==> src/rtl/pidc_pkg.sv <==
// Shared types, constants and saturation helpers for the PID step block.
// Used by pidc_div and pid_controller_step; depends on nothing else.

package pidc_pkg;

   localparam int DataW   = 32;
   localparam int PeriodW = 31;
   localparam int QFrac   = 16;
   localparam int DivW    = DataW + QFrac;
   localparam int CsrIdxW = 3;

   typedef logic signed [DataW-1:0] q16_type;

   // Item codes carried on the mode field; the spare code falls to a default arm.
   typedef enum logic [1:0] {
      MODE_SAMPLE = 2'd0,
      MODE_TARGET = 2'd1,
      MODE_CLEAR  = 2'd2
   } mode_type;

   // Register indexes of the control port.
   localparam logic [CsrIdxW-1:0] CSR_PROP_GAIN     = 3'd0;
   localparam logic [CsrIdxW-1:0] CSR_INTEG_GAIN    = 3'd1;
   localparam logic [CsrIdxW-1:0] CSR_DERIV_GAIN    = 3'd2;
   localparam logic [CsrIdxW-1:0] CSR_SAMPLE_PERIOD = 3'd3;
   localparam logic [CsrIdxW-1:0] CSR_TARGET_UPPER  = 3'd4;
   localparam logic [CsrIdxW-1:0] CSR_TARGET_LOWER  = 3'd5;
   localparam logic [CsrIdxW-1:0] CSR_LOOP_ENABLE   = 3'd6;

   localparam q16_type Q16_MAX = 32'sh7FFF_FFFF;
   localparam q16_type Q16_MIN = 32'sh8000_0000;
   localparam logic [PeriodW-1:0] PERIOD_RESET = 31'd65536;

   // Integral clamp, +/-10000.0 in Q16.16.
   localparam logic signed [DataW:0] INTEG_LIMIT_POS = 33'sd655360000;
   localparam logic signed [DataW:0] INTEG_LIMIT_NEG = -33'sd655360000;

   typedef struct packed {
      logic                start;
      logic [DivW-1:0]     dividend;
      logic [PeriodW-1:0]  divisor;
   } div_req_type;

   typedef struct packed {
      logic                done;
      logic [DivW-1:0]     quotient;
   } div_rsp_type;

   // Saturate a 33-bit sum or difference to 32 bits.
   function automatic q16_type sat33(input logic signed [DataW:0] v);
      q16_type r;
      if (v[DataW] != v[DataW-1]) begin
         r = v[DataW] ? Q16_MIN : Q16_MAX;
      end else begin
         r = v[DataW-1:0];
      end
      return r;
   endfunction

   // Q16.16 product: floor shift by the fraction width, then saturate.
   function automatic q16_type qsat(input logic signed [2*DataW-1:0] p);
      logic [DataW-QFrac:0] hi;
      q16_type              r;
      hi = p[2*DataW-1:DataW+QFrac-1];
      if (hi == '0 || hi == '1) begin
         r = p[DataW+QFrac-1:QFrac];
      end else begin
         r = p[2*DataW-1] ? Q16_MIN : Q16_MAX;
      end
      return r;
   endfunction

endpackage

==> src/rtl/pidc_div.sv <==
// Restoring divider, one quotient bit per cycle, for the derivative term.
// Depends on pidc_pkg for widths and the request/response structs.

module pidc_div (
   input  logic                 clock,
   input  logic                 reset,
   input  pidc_pkg::div_req_type div_req,
   output pidc_pkg::div_rsp_type div_rsp
);

   localparam int CntW = $clog2(pidc_pkg::DivW + 1);

   logic                         busy_ff, busy_in;
   logic                         done_ff, done_in;
   logic [CntW-1:0]              count_ff, count_in;
   logic [pidc_pkg::DivW-1:0]    quot_ff, quot_in;
   logic [pidc_pkg::PeriodW-1:0] rem_ff, rem_in;
   logic [pidc_pkg::PeriodW-1:0] divisor_ff, divisor_in;

   logic [pidc_pkg::PeriodW:0]   trial;
   logic [pidc_pkg::PeriodW:0]   trial_sub;
   logic                         fits;

   assign trial     = {rem_ff, quot_ff[pidc_pkg::DivW-1]};
   assign trial_sub = trial - {1'b0, divisor_ff};
   assign fits      = trial >= {1'b0, divisor_ff};

   always_comb begin
      busy_in    = busy_ff;
      done_in    = done_ff;
      count_in   = count_ff;
      quot_in    = quot_ff;
      rem_in     = rem_ff;
      divisor_in = divisor_ff;
      if (div_req.start) begin
         busy_in    = 1'b1;
         done_in    = 1'b0;
         count_in   = CntW'(pidc_pkg::DivW);
         quot_in    = div_req.dividend;
         rem_in     = '0;
         divisor_in = div_req.divisor;
      end else if (busy_ff) begin
         // shift in one quotient bit and keep the partial remainder
         quot_in  = {quot_ff[pidc_pkg::DivW-2:0], fits};
         rem_in   = fits ? trial_sub[pidc_pkg::PeriodW-1:0] : trial[pidc_pkg::PeriodW-1:0];
         count_in = count_ff - CntW'(1);
         if (count_ff == CntW'(1)) begin
            busy_in = 1'b0;
            done_in = 1'b1;
         end
      end
   end

   always_ff @(posedge clock) begin
      if (reset) begin
         busy_ff  <= 1'b0;
         done_ff  <= 1'b0;
         count_ff <= '0;
      end else begin
         busy_ff  <= busy_in;
         done_ff  <= done_in;
         count_ff <= count_in;
      end
      quot_ff    <= quot_in;
      rem_ff     <= rem_in;
      divisor_ff <= divisor_in;
   end

   assign div_rsp.done     = done_ff;
   assign div_rsp.quotient = quot_ff;

endmodule

==> src/rtl/pid_controller_step.sv <==
// PID controller step in signed Q16.16: top level with control registers and sequencer.
// Depends on pidc_pkg and pidc_div.
//
// Usage:
//  - Control port (csr_*): one word writes one register, indexes 0..6 in the order
//    proportional, integral, derivative gain, sample period, upper and lower target
//    limit, loop enable. Index 7 is dropped. csr_ready is always high; write only
//    while the block is idle.
//  - Request port (req_*): one word per item. An enabled sample forms the error and
//    runs the PID; mode target loads a clamped setpoint; mode clear zeroes the integral.
//  - Response port (rsp_*): exactly one word per request, in order: drive and the
//    last stored error.
//  - An enabled sample runs four multiplies on one shared 32x32 multiplier and a 48-bit
//    restoring divide (one bit per cycle) for the derivative; req_ready stays low until
//    its response is written and comes back with it. A sample with the loop disabled,
//    and every other item, goes straight to the final step and returns the setpoint.
//  - The result sits in an output register; a new word is accepted while it waits.
//    A stalled receiver holds the sequencer in its last step until the register
//    frees up, so nothing is lost.
//  - Synchronous reset loads the register reset values, clears setpoint, integral
//    and stored error, and empties the output register.

module pid_controller_step (
   input  logic                             clock,
   input  logic                             reset,
   // request channel
   input  logic                             req_valid,
   output logic                             req_ready,
   input  logic [1:0]                       req_mode,
   input  logic signed [31:0]               req_value,
   // response channel
   output logic                             rsp_valid,
   input  logic                             rsp_ready,
   output logic signed [31:0]               rsp_drive,
   output logic signed [31:0]               rsp_last_error,
   // control register write channel
   input  logic                             csr_valid,
   output logic                             csr_ready,
   input  logic [pidc_pkg::CsrIdxW-1:0]     csr_index,
   input  logic [31:0]                      csr_wdata
);

   // one-hot sequencer states
   typedef enum logic [8:0] {
      S_IDLE  = 9'b000000001,
      S_DIFF  = 9'b000000010,
      S_INTEG = 9'b000000100,
      S_PTERM = 9'b000001000,
      S_ITERM = 9'b000010000,
      S_DIV   = 9'b000100000,
      S_DMUL  = 9'b001000000,
      S_DADD  = 9'b010000000,
      S_DONE  = 9'b100000000
   } state_type;

   // control registers
   pidc_pkg::q16_type             prop_gain_ff;
   pidc_pkg::q16_type             integ_gain_ff;
   pidc_pkg::q16_type             deriv_gain_ff;
   logic [pidc_pkg::PeriodW-1:0]  period_ff;
   pidc_pkg::q16_type             upper_ff;
   pidc_pkg::q16_type             lower_ff;
   logic                          enable_ff;

   // controller state
   state_type                     state_ff, state_in;
   pidc_pkg::q16_type             setpoint_ff, setpoint_in;
   pidc_pkg::q16_type             integ_ff, integ_in;
   pidc_pkg::q16_type             prev_err_ff, prev_err_in;

   // working registers
   pidc_pkg::q16_type             err_ff, err_in;
   pidc_pkg::q16_type             diff_ff, diff_in;
   pidc_pkg::q16_type             deriv_ff, deriv_in;
   pidc_pkg::q16_type             acc_ff, acc_in;
   logic signed [63:0]            prod_ff, prod_in;

   // output register
   logic                          rsp_valid_ff, rsp_valid_in;
   pidc_pkg::q16_type             rsp_drive_ff, rsp_drive_in;
   pidc_pkg::q16_type             rsp_err_ff, rsp_err_in;

   pidc_pkg::div_req_type         div_req;
   pidc_pkg::div_rsp_type         div_rsp;

   pidc_pkg::q16_type             mul_a, mul_b;
   pidc_pkg::q16_type             prod_q;
   pidc_pkg::q16_type             deriv_sat;
   pidc_pkg::q16_type             new_target;
   logic [31:0]                   diff_mag;
   logic signed [32:0]            integ_sum;
   logic                          out_free;
   logic                          req_fire;

   assign req_ready = state_ff == S_IDLE;
   assign req_fire  = req_valid && req_ready;
   assign csr_ready = 1'b1;
   assign out_free  = !rsp_valid_ff || rsp_ready;

   // ---------------------------------------------------------------- control writes
   always_ff @(posedge clock) begin
      if (reset) begin
         prop_gain_ff  <= '0;
         integ_gain_ff <= '0;
         deriv_gain_ff <= '0;
         period_ff     <= pidc_pkg::PERIOD_RESET;
         upper_ff      <= pidc_pkg::Q16_MAX;
         lower_ff      <= pidc_pkg::Q16_MIN;
         enable_ff     <= 1'b0;
      end else if (csr_valid) begin
         case (csr_index)
            pidc_pkg::CSR_PROP_GAIN:     prop_gain_ff  <= csr_wdata;
            pidc_pkg::CSR_INTEG_GAIN:    integ_gain_ff <= csr_wdata;
            pidc_pkg::CSR_DERIV_GAIN:    deriv_gain_ff <= csr_wdata;
            pidc_pkg::CSR_SAMPLE_PERIOD: period_ff     <= csr_wdata[pidc_pkg::PeriodW-1:0];
            pidc_pkg::CSR_TARGET_UPPER:  upper_ff      <= csr_wdata;
            pidc_pkg::CSR_TARGET_LOWER:  lower_ff      <= csr_wdata;
            pidc_pkg::CSR_LOOP_ENABLE:   enable_ff     <= csr_wdata[0];
            default: ;
         endcase
      end
   end

   // ---------------------------------------------------------------- shared multiplier
   // Operands follow the sequencer step; the product is always registered.
   always_comb begin
      case (state_ff)
         S_DIFF:  begin
            mul_a = err_ff;
            mul_b = {1'b0, period_ff};
         end
         S_INTEG: begin
            mul_a = err_ff;
            mul_b = prop_gain_ff;
         end
         S_PTERM: begin
            mul_a = integ_ff;
            mul_b = integ_gain_ff;
         end
         S_DMUL:  begin
            mul_a = deriv_ff;
            mul_b = deriv_gain_ff;
         end
         default: begin
            mul_a = err_ff;
            mul_b = prop_gain_ff;
         end
      endcase
   end

   assign prod_in = mul_a * mul_b;
   assign prod_q  = pidc_pkg::qsat(prod_ff);

   // ---------------------------------------------------------------- derivative divide
   // Divide the magnitude of diff * 2^16 by dt; a zero dt yields an all-ones quotient,
   // which saturates to the sign of the difference below.
   assign diff_mag         = diff_ff[31] ? (~diff_ff + 32'd1) : diff_ff;
   assign div_req.start    = state_ff == S_INTEG;
   assign div_req.dividend = {diff_mag, {pidc_pkg::QFrac{1'b0}}};
   assign div_req.divisor  = period_ff;

   pidc_div u_div (
      .clock   (clock),
      .reset   (reset),
      .div_req (div_req),
      .div_rsp (div_rsp)
   );

   always_comb begin
      if (diff_ff == '0) begin
         deriv_sat = '0;
      end else if (!diff_ff[31]) begin
         deriv_sat = (div_rsp.quotient[pidc_pkg::DivW-1:31] != '0) ?
                     pidc_pkg::Q16_MAX : div_rsp.quotient[31:0];
      end else begin
         deriv_sat = (div_rsp.quotient > 48'h0000_8000_0000) ?
                     pidc_pkg::Q16_MIN : (~div_rsp.quotient[31:0] + 32'd1);
      end
   end

   // ---------------------------------------------------------------- target clamp
   always_comb begin
      if (req_value > upper_ff) begin
         new_target = upper_ff;
      end else if (req_value < lower_ff) begin
         new_target = lower_ff;
      end else begin
         new_target = req_value;
      end
   end

   assign integ_sum = {integ_ff[31], integ_ff} + {prod_q[31], prod_q};

   // ---------------------------------------------------------------- sequencer
   always_comb begin
      state_in     = state_ff;
      setpoint_in  = setpoint_ff;
      integ_in     = integ_ff;
      prev_err_in  = prev_err_ff;
      err_in       = err_ff;
      diff_in      = diff_ff;
      deriv_in     = deriv_ff;
      acc_in       = acc_ff;
      rsp_valid_in = rsp_valid_ff && !rsp_ready;
      rsp_drive_in = rsp_drive_ff;
      rsp_err_in   = rsp_err_ff;

      case (state_ff)
         S_IDLE: begin
            if (req_fire) begin
               state_in = S_DONE;
               acc_in   = setpoint_ff;
               case (pidc_pkg::mode_type'(req_mode))
                  pidc_pkg::MODE_SAMPLE: begin
                     if (enable_ff) begin
                        err_in   = pidc_pkg::sat33({setpoint_ff[31], setpoint_ff}
                                                   - {req_value[31], req_value});
                        state_in = S_DIFF;
                     end
                  end
                  pidc_pkg::MODE_TARGET: begin
                     setpoint_in = new_target;
                     acc_in      = new_target;
                  end
                  pidc_pkg::MODE_CLEAR: begin
                     integ_in = '0;
                  end
                  default: ;
               endcase
            end
         end
         S_DIFF: begin
            diff_in  = pidc_pkg::sat33({err_ff[31], err_ff} - {prev_err_ff[31], prev_err_ff});
            state_in = S_INTEG;
         end
         S_INTEG: begin
            // integral clamp also covers the 32-bit saturation
            if (integ_sum > pidc_pkg::INTEG_LIMIT_POS) begin
               integ_in = pidc_pkg::INTEG_LIMIT_POS[31:0];
            end else if (integ_sum < pidc_pkg::INTEG_LIMIT_NEG) begin
               integ_in = pidc_pkg::INTEG_LIMIT_NEG[31:0];
            end else begin
               integ_in = integ_sum[31:0];
            end
            prev_err_in = err_ff;
            state_in    = S_PTERM;
         end
         S_PTERM: begin
            acc_in   = prod_q;
            state_in = S_ITERM;
         end
         S_ITERM: begin
            acc_in   = pidc_pkg::sat33({acc_ff[31], acc_ff} + {prod_q[31], prod_q});
            state_in = S_DIV;
         end
         S_DIV: begin
            if (div_rsp.done) begin
               deriv_in = deriv_sat;
               state_in = S_DMUL;
            end
         end
         S_DMUL: begin
            state_in = S_DADD;
         end
         S_DADD: begin
            acc_in   = pidc_pkg::sat33({acc_ff[31], acc_ff} + {prod_q[31], prod_q});
            state_in = S_DONE;
         end
         S_DONE: begin
            // hold until the output register can take the word
            if (out_free) begin
               rsp_valid_in = 1'b1;
               rsp_drive_in = acc_ff;
               rsp_err_in   = prev_err_ff;
               state_in     = S_IDLE;
            end
         end
         default: begin
            state_in = S_IDLE;
         end
      endcase
   end

   always_ff @(posedge clock) begin
      if (reset) begin
         state_ff     <= S_IDLE;
         setpoint_ff  <= '0;
         integ_ff     <= '0;
         prev_err_ff  <= '0;
         rsp_valid_ff <= 1'b0;
      end else begin
         state_ff     <= state_in;
         setpoint_ff  <= setpoint_in;
         integ_ff     <= integ_in;
         prev_err_ff  <= prev_err_in;
         rsp_valid_ff <= rsp_valid_in;
      end
      err_ff       <= err_in;
      diff_ff      <= diff_in;
      deriv_ff     <= deriv_in;
      acc_ff       <= acc_in;
      prod_ff      <= prod_in;
      rsp_drive_ff <= rsp_drive_in;
      rsp_err_ff   <= rsp_err_in;
   end

   assign rsp_valid      = rsp_valid_ff;
   assign rsp_drive      = rsp_drive_ff;
   assign rsp_last_error = rsp_err_ff;

endmodule
==> config.mk <==
export PLATFORM = sky130hd
export DESIGN_NAME = pid_controller_step
export DESIGN_NICKNAME = d
export VERILOG_FILES = /design/src/rtl/pidc_pkg.sv /design/src/rtl/pidc_div.sv /design/src/rtl/pid_controller_step.sv
export SDC_FILE = /design/constraint.sdc
export NUM_CORES = 2
export LEC_CHECK = 0
export CAP_MARGIN = 0
export CORE_MARGIN = 10
export CORE_UTILIZATION = 60
export CTS_CLUSTER_DIAMETER = 80
export DETAILED_ROUTE_END_ITERATION = 8
export DONT_BUFFER_PORTS = 1
export GPL_TIMING_DRIVEN = 1
export PLACE_DENSITY = 0.86
export RECOVER_POWER = 50
export SLEW_MARGIN = 20
export SYNTH_ARGS = -nofsm -noshare
export SYNTH_HDL_FRONTEND = slang
export SYNTH_SLANG_ARGS = --single-unit
export TNS_END_PERCENT = 5
==> constraint.sdc <==
create_clock -name clock -period 10.9 [get_ports clock]
set_input_delay 0.545 -clock clock [delete_from_list [all_inputs] [get_ports clock]]
set_output_delay 0.545 -clock clock [all_outputs]
set_load 0.02 [all_outputs]
==> After elaboration in Yosys (flattened, before gate mapping) <==
Cells that the tools add are included.
{ "classes": {"add_sub_neg": 8, "mul": 1, "magnitude_cmp": 6, "n_eq_ne": 26, "n_mux": 40, "bitwise_logic": 2, "n_reduce_logical": 31} }
{ "op_table": {"columns": ["cell", "count"], "rows": [
  ["$mux W32", 20],
  ["$pmux W32 S3", 2],
  ["$pmux W32 S2", 2],
  ["$mux W48", 2],
  ["$pmux W9 S9", 1],
  ["$add A32 B32 Y33", 2],
  ["$sub A32 B32 Y33", 2],
  ["$add A32 B1 Y32 const B", 2],
  ["$mul A32 B32 Y64", 1],
  ["$not A32 Y32", 2],
  ["$gt A48 B32 Y1 const B", 1],
  ["$mux W9", 5],
  ["$gt A33 B31 Y1 const B", 1],
  ["$lt A33 B31 Y1 const B", 1],
  ["$ge A32 B31 Y1", 1],
  ["$gt A32 B32 Y1", 1],
  ["$logic_not A32 Y1", 1],
  ["$lt A32 B32 Y1", 1],
  ["$mux W31", 1],
  ["$sub A31 B31 Y31", 1],
  ["$reduce_and A2 Y1", 12],
  ["$eq A17 B17 Y1 const B", 1],
  ["$logic_not A17 Y1", 1],
  ["$reduce_bool A17 Y1", 1],
  ["31 further kinds", 49]
]} }
{ "word_totals": {"register_bits": 672, "wordCells": 141} }

==> Longest topological paths before layout <==
{ "logic_depth": {"word_depth": 8, "ltp_mapped": 37, "depth_no_buf": 32} }

==> Hierarchy <==
From an unflattened synthesis, not the netlist that was laid out.
{ "hier_totals": {"cells_unflattened": 8103, "area_unflattened_um2": 72986.2} }
{ "by_module_without_submodules": {"columns": ["module", "instances", "cells_each", "area_per_inst_um2", "seq_area_each_um2"], "rows": [
  ["pid_controller_step", 1, 7458, 66252.3, 12692.2],
  ["pidc_div", 1, 645, 6734.0, 3153.0]
]} }

==> Worst setup path after synthesis <==
Ideal clock, no wire load.
{ "synth_timing": {"kind": "reg-to-reg", "from": "reg state_ff[8]", "to": "reg prod_ff[60]", "setup_ps": 118, "arrival_ps": 10014, "path_slack_ps": 768, "stages_incl_launch_ff": 32, "n_path_buf": 3, "period_less_slack_ps": 10132, "cell_sequence": "dfxtp_1 > or4_1 > nor3_1 > clkbuf_1 > clkbuf_1 > a22oi_1 > nand2_1 > clkbuf_1 > nand2_1 > inv_1 > fa_1 > fa_1 > fa_1 > fa_1 > inv_1 > fa_1 > inv_1 > fa_1 > inv_1 > fa_1 > inv_1 > fa_1 > ha_1 > a21o_1 > a21oi_1 > nor2b_1 > o21ai_0 > nand2b_1 > a21oi_1 > o311ai_1 > a31o_2 > xor2_1"} }
{ "synth_via": {"elab_chain_cells": 3, "word_cells_on_any_way": 6, "cone_classes": "mul (1); eq/ne (3); mux (2)"} }
{ "synth_lines": {"columns": ["element", "line_no", "source"], "rows": [
  ["from (decl)", "pid_controller_step.sv:66", "state_type state_ff, state_in;"],
  ["from (signal assigned)", "pid_controller_step.sv:292", "state_ff <= state_in;"],
  ["$eq A9 B7 Y1 (tied with other cells)", "pid_controller_step.sv:127", "case (state_ff)"],
  ["$pmux W32 S3 / $pmux W32 S2 (equally long branches)", "pid_controller_step.sv:127", null],
  ["$mul A32 B32 Y64 *", "pid_controller_step.sv:151", "assign prod_in = mul_a * mul_b;"],
  ["via prod_in[60]", "pid_controller_step.sv:76", "logic signed [63:0] prod_ff, prod_in;"],
  ["to (signal assigned)", "pid_controller_step.sv:302", "prod_ff <= prod_in;"],
  ["to (decl)", "pid_controller_step.sv:76", null]
]} }
The timed path passes the listed nets; every way through them passes the cells marked *.
A chain may end at the register's enable or synchronous reset.

==> Final worst setup path <==
{ "layout_timing": {"from": "reg state_ff[0]", "to": "reg prod_ff[53]"} }
The elaborated chain is that of the path after synthesis.

==> results by group <==
Final layout
  – Share of layout cells above drive strength 1: 5.10%
  – Final net count: 9541
  – Multi-input logic area: 50700 µm²
  – Area Growth Syn to Fin: 6.21%
  – Fillers: 9786
  – Largest regs: prod_ff: 48 flops, u_div.quot_ff: 48 flops
  – Storage cell area: 15700 µm²

Critical path
  – Worst r2r path cells: 31
  – Cell depth of the worst setup path: 31
  – Arr. time, crit path: 10.92 ns
  – Worst r2r src: state_ff[0]
  – Slowest stage delay, CP: 0.77 ns
  – Crit start category: register
  – Buffer and inverter count on the worst path: 5
  – Critical Path RT: 11.47 ns
  – R2r endpoint: prod_ff[53]
  – Endpoint class of the critical path: register
  – R2R Setup Slk: 0.55 ns
  – Critical path class: register to register
  – Crit path max-delay cell type: nand3_1
  – Worst-path maximum fanout: 26
  – Critical path's most frequent cell: fa_1
  – Worst path top cell family by delay: adder cells

CTS
  – Sink Count: 656
  – Post-cts sizing count: 0
  – Post-CTS Setup Inserts: 0
  – Clock Tree Buf Depth: 3
  – Root Driver: clkbuf_16
  – Worst-Skew Late Latency: 0.65 ns
  – Htree depth: 3
  – CTS tree: yes
  – Clock slew at reported path FFs: 0.06 ns
  – Num CTS Buffers: 70

Power
  – Pwr Density: 104 nW/µm²
  – Worst-case vdd ir drop: 0.134 mV
  – Static leakage: 34.4 nW

STA
  – RSZ-0062 raised after global routing: false
  – Hold Vio Cnt, Final: 0
  – Slew Limit Fails: 386
  – Shortest period the worst path allows: 10.35 ns
  – Final setup skew: 0.0263 ns
  – Slew at the pin closest to its max-slew limit: 3.00 ns
  – Post-route setup TNS: 0 ns
  – Min Hold Slack: 0.0149 ns
  – Slew HR: -100%
  – Peak Freq: 96.6 MHz
  – Tcrit/Tclk final: 94.9%
  – Final Setup Violations: 0

GRT
  – Overflow after GRT: 0
  – GR Util All Layers: 37.6%
  – Largest net degree at the start of global routing: 231
  – Initial antenna violation count: 15
  – Vias in the first global route: 61.9k
  – Global-route wire length before repair: 386000 µm

Die
  – Die Span X: 367 µm
  – Die area: 135000 µm²
  – Core ar.: 120000 µm²
  – Initial Utilization: 60.4%
  – Num rows: 127
  – Die Ht: 367 µm
  – Ports: 141

Yosys
  – Cells after synthesis: 8139
  – Synth top area share: 30.1%
  – Ys Warns: 0
  – Syn Area/Cell: 8.87 µm²
  – Number of distinct library cells after synthesis: 113
  – Post-Syn Area: 72200 µm²
  – Ys async rst share: 0%
  – Synth top cells by count: nand2_1 (1194), inv_1 (1186), fa_1 (1086), nor2_1 (776), a21oi_1 (525)
  – Syn Nets: 9705
  – Sequential area share after synthesis: 21.7%
  – Post-synth top flop: dfxtp_1
  – EDFF count, synth: 255
  – Most common cell in the netlist: nand2_1
  – Seq cells post-synth: 656
  – Cell accounting for the most synthesized area: fa_1
  – Top cells by area, synth: fa_1 (30%), dfxtp_1 (11%), edfxtp_1 (11%)

Placement
  – Gpl congestion: 1.02
  – Hpwl dp: 200000 µm
  – I/O Buffers: 0

Drt
  – DR top layer: met5
  – Post-Route WL: 257000 µm
  – Routed length on met2: 109000 µm
  – Drc violations: 4
  – M1 wire length: 91100 µm
  – Drt first pass iters: 9
  – Via count: 62.0k
  – Final ANT Viol Nets: 0
  – WL/cell: 26.6 µm
  – DR iter-0 viols: 8510
  – WL met3: 36100 µm
  – Vias per inst: 6.42

Hold path
  – Hold Path Stages: 1
  – HP Class: primary input to register
  – Worst hold endpoint: lower_ff[19]
  – Min-delay src: reset

Status
  – Status: finished, violations left
  – Violated checks: DRC, capacitance limit, slew limit

Run
  – # Max-Cap Violations: 10
placed cells by master, fill, tap and decap left out, types with 27 or more instances in the layout:
cell       synthesis  layout
a211oi_1          56      56
a21o_1           152     152
a21oi_1          525     524
a221o_1           37      37
a221oi_2           3      29
a22oi_1           31      31
a31oi_1           34      34
and2_1            54      53
and3_1            45      43
buf_4              1     171
clkbuf_16          0      72
dfxtp_1          401     400
edfxtp_1         255     255
fa_1            1086    1086
ha_1             406     406
inv_1           1186    1186
mux2i_1           37      36
nand2_1         1194    1194
nand2b_1          69      69
nand3_1          127     127
nand4_1           62      62
nor2_1           776     764
nor2b_1           44      42
nor3_1           102     100
nor4_1            29      28
o211ai_1          51      51
o21a_1            42      42
o21ai_0          228     228
o31a_1            27      27
or3_1             28      28
xnor2_1          117     117
xor2_1            96      96
through the flow:
stage | instances | setup slack (ns) | util, % | cell area, µm² | power [mW]
final | 9661 | 0.552 | 64.1 | 76700 | 7.97
after floorplan | 8139 | 0.768 | - | 72200 | 4.72
after global placement | 9513 | 0.882 | 62.1 | 74300 | 5.38
after detailed placement | 9513 | 0.756 | 62.1 | 74300 | 5.43
after global routing | 9646 | 0.213 | 64.1 | 76700 | 8.31
after CTS | 9644 | 0.736 | 64.1 | 76700 | 7.88
where the power goes:
part	leakage (nW)	switching, mW	total [mW]	internal, mW
clock network	1.15	1.07	2.48	1.40
logic	27.5	1.66	2.66	1.00
registers	5.66	0.128	2.84	2.71
worst max path at each step:
stage / start / to / slack [ns]
5_1_grt: state_ff[8] / prod_ff[53] / 0.21
3_5_place_dp: state_ff[8] / prod_ff[53] / 0.76
2_1_floorplan: state_ff[8] / prod_ff[60] / 0.77
6_report: state_ff[0] / prod_ff[53] / 0.55
4_1_cts: state_ff[8] / prod_ff[53] / 0.74
3_3_place_gp: state_ff[8] / prod_ff[53] / 0.88
logic make-up (layout without fill, tap and decap cells):
logic type      count (synthesis)  in the layout  share of synthesized area, %
simple gates                 2620           2620                          15.7
buf+inv                      1608           1502                          8.45
fa+ha+maj                    1508           1508                          37.4
compound gates               1493           1493                          13.6
flops                         656            656                          21.7
xor+xnor                      215            215                          2.63
mux                            38             38                         0.528
other cells                     1             17                       0.00519
layout make-up:
cell class / count / area share, %
Sequential cell: 656 / 20.5
Clock inverter: 27 / 0.391
Inverter: 1189 / 5.82
Antenna cell: 16 / 0.0522
Timing Repair Buffer: 183 / 1.83
Clock buffer: 103 / 2.68
Multi-Input combinational cell: 5875 / 66.1
Tap cell: 1612 / 2.63
repair_timing:
action / 4_1_cts / 5_1_grt
endpoints found under the setup margin: 0 / 0
hold buffers: 1 / 0
endpoints found under the hold margin: 18 / 0
layer usage:
layer | global-route usage (%) | up-vias
met4 | 23.6 | 18
met5 | 0.178 | -
met2 | 55.3 | 4297
met3 | 12.5 | 1107
li1 | - | 26200
met1 | 47.7 | 30300
Note: power is estimated with default switching activity, not from simulation.
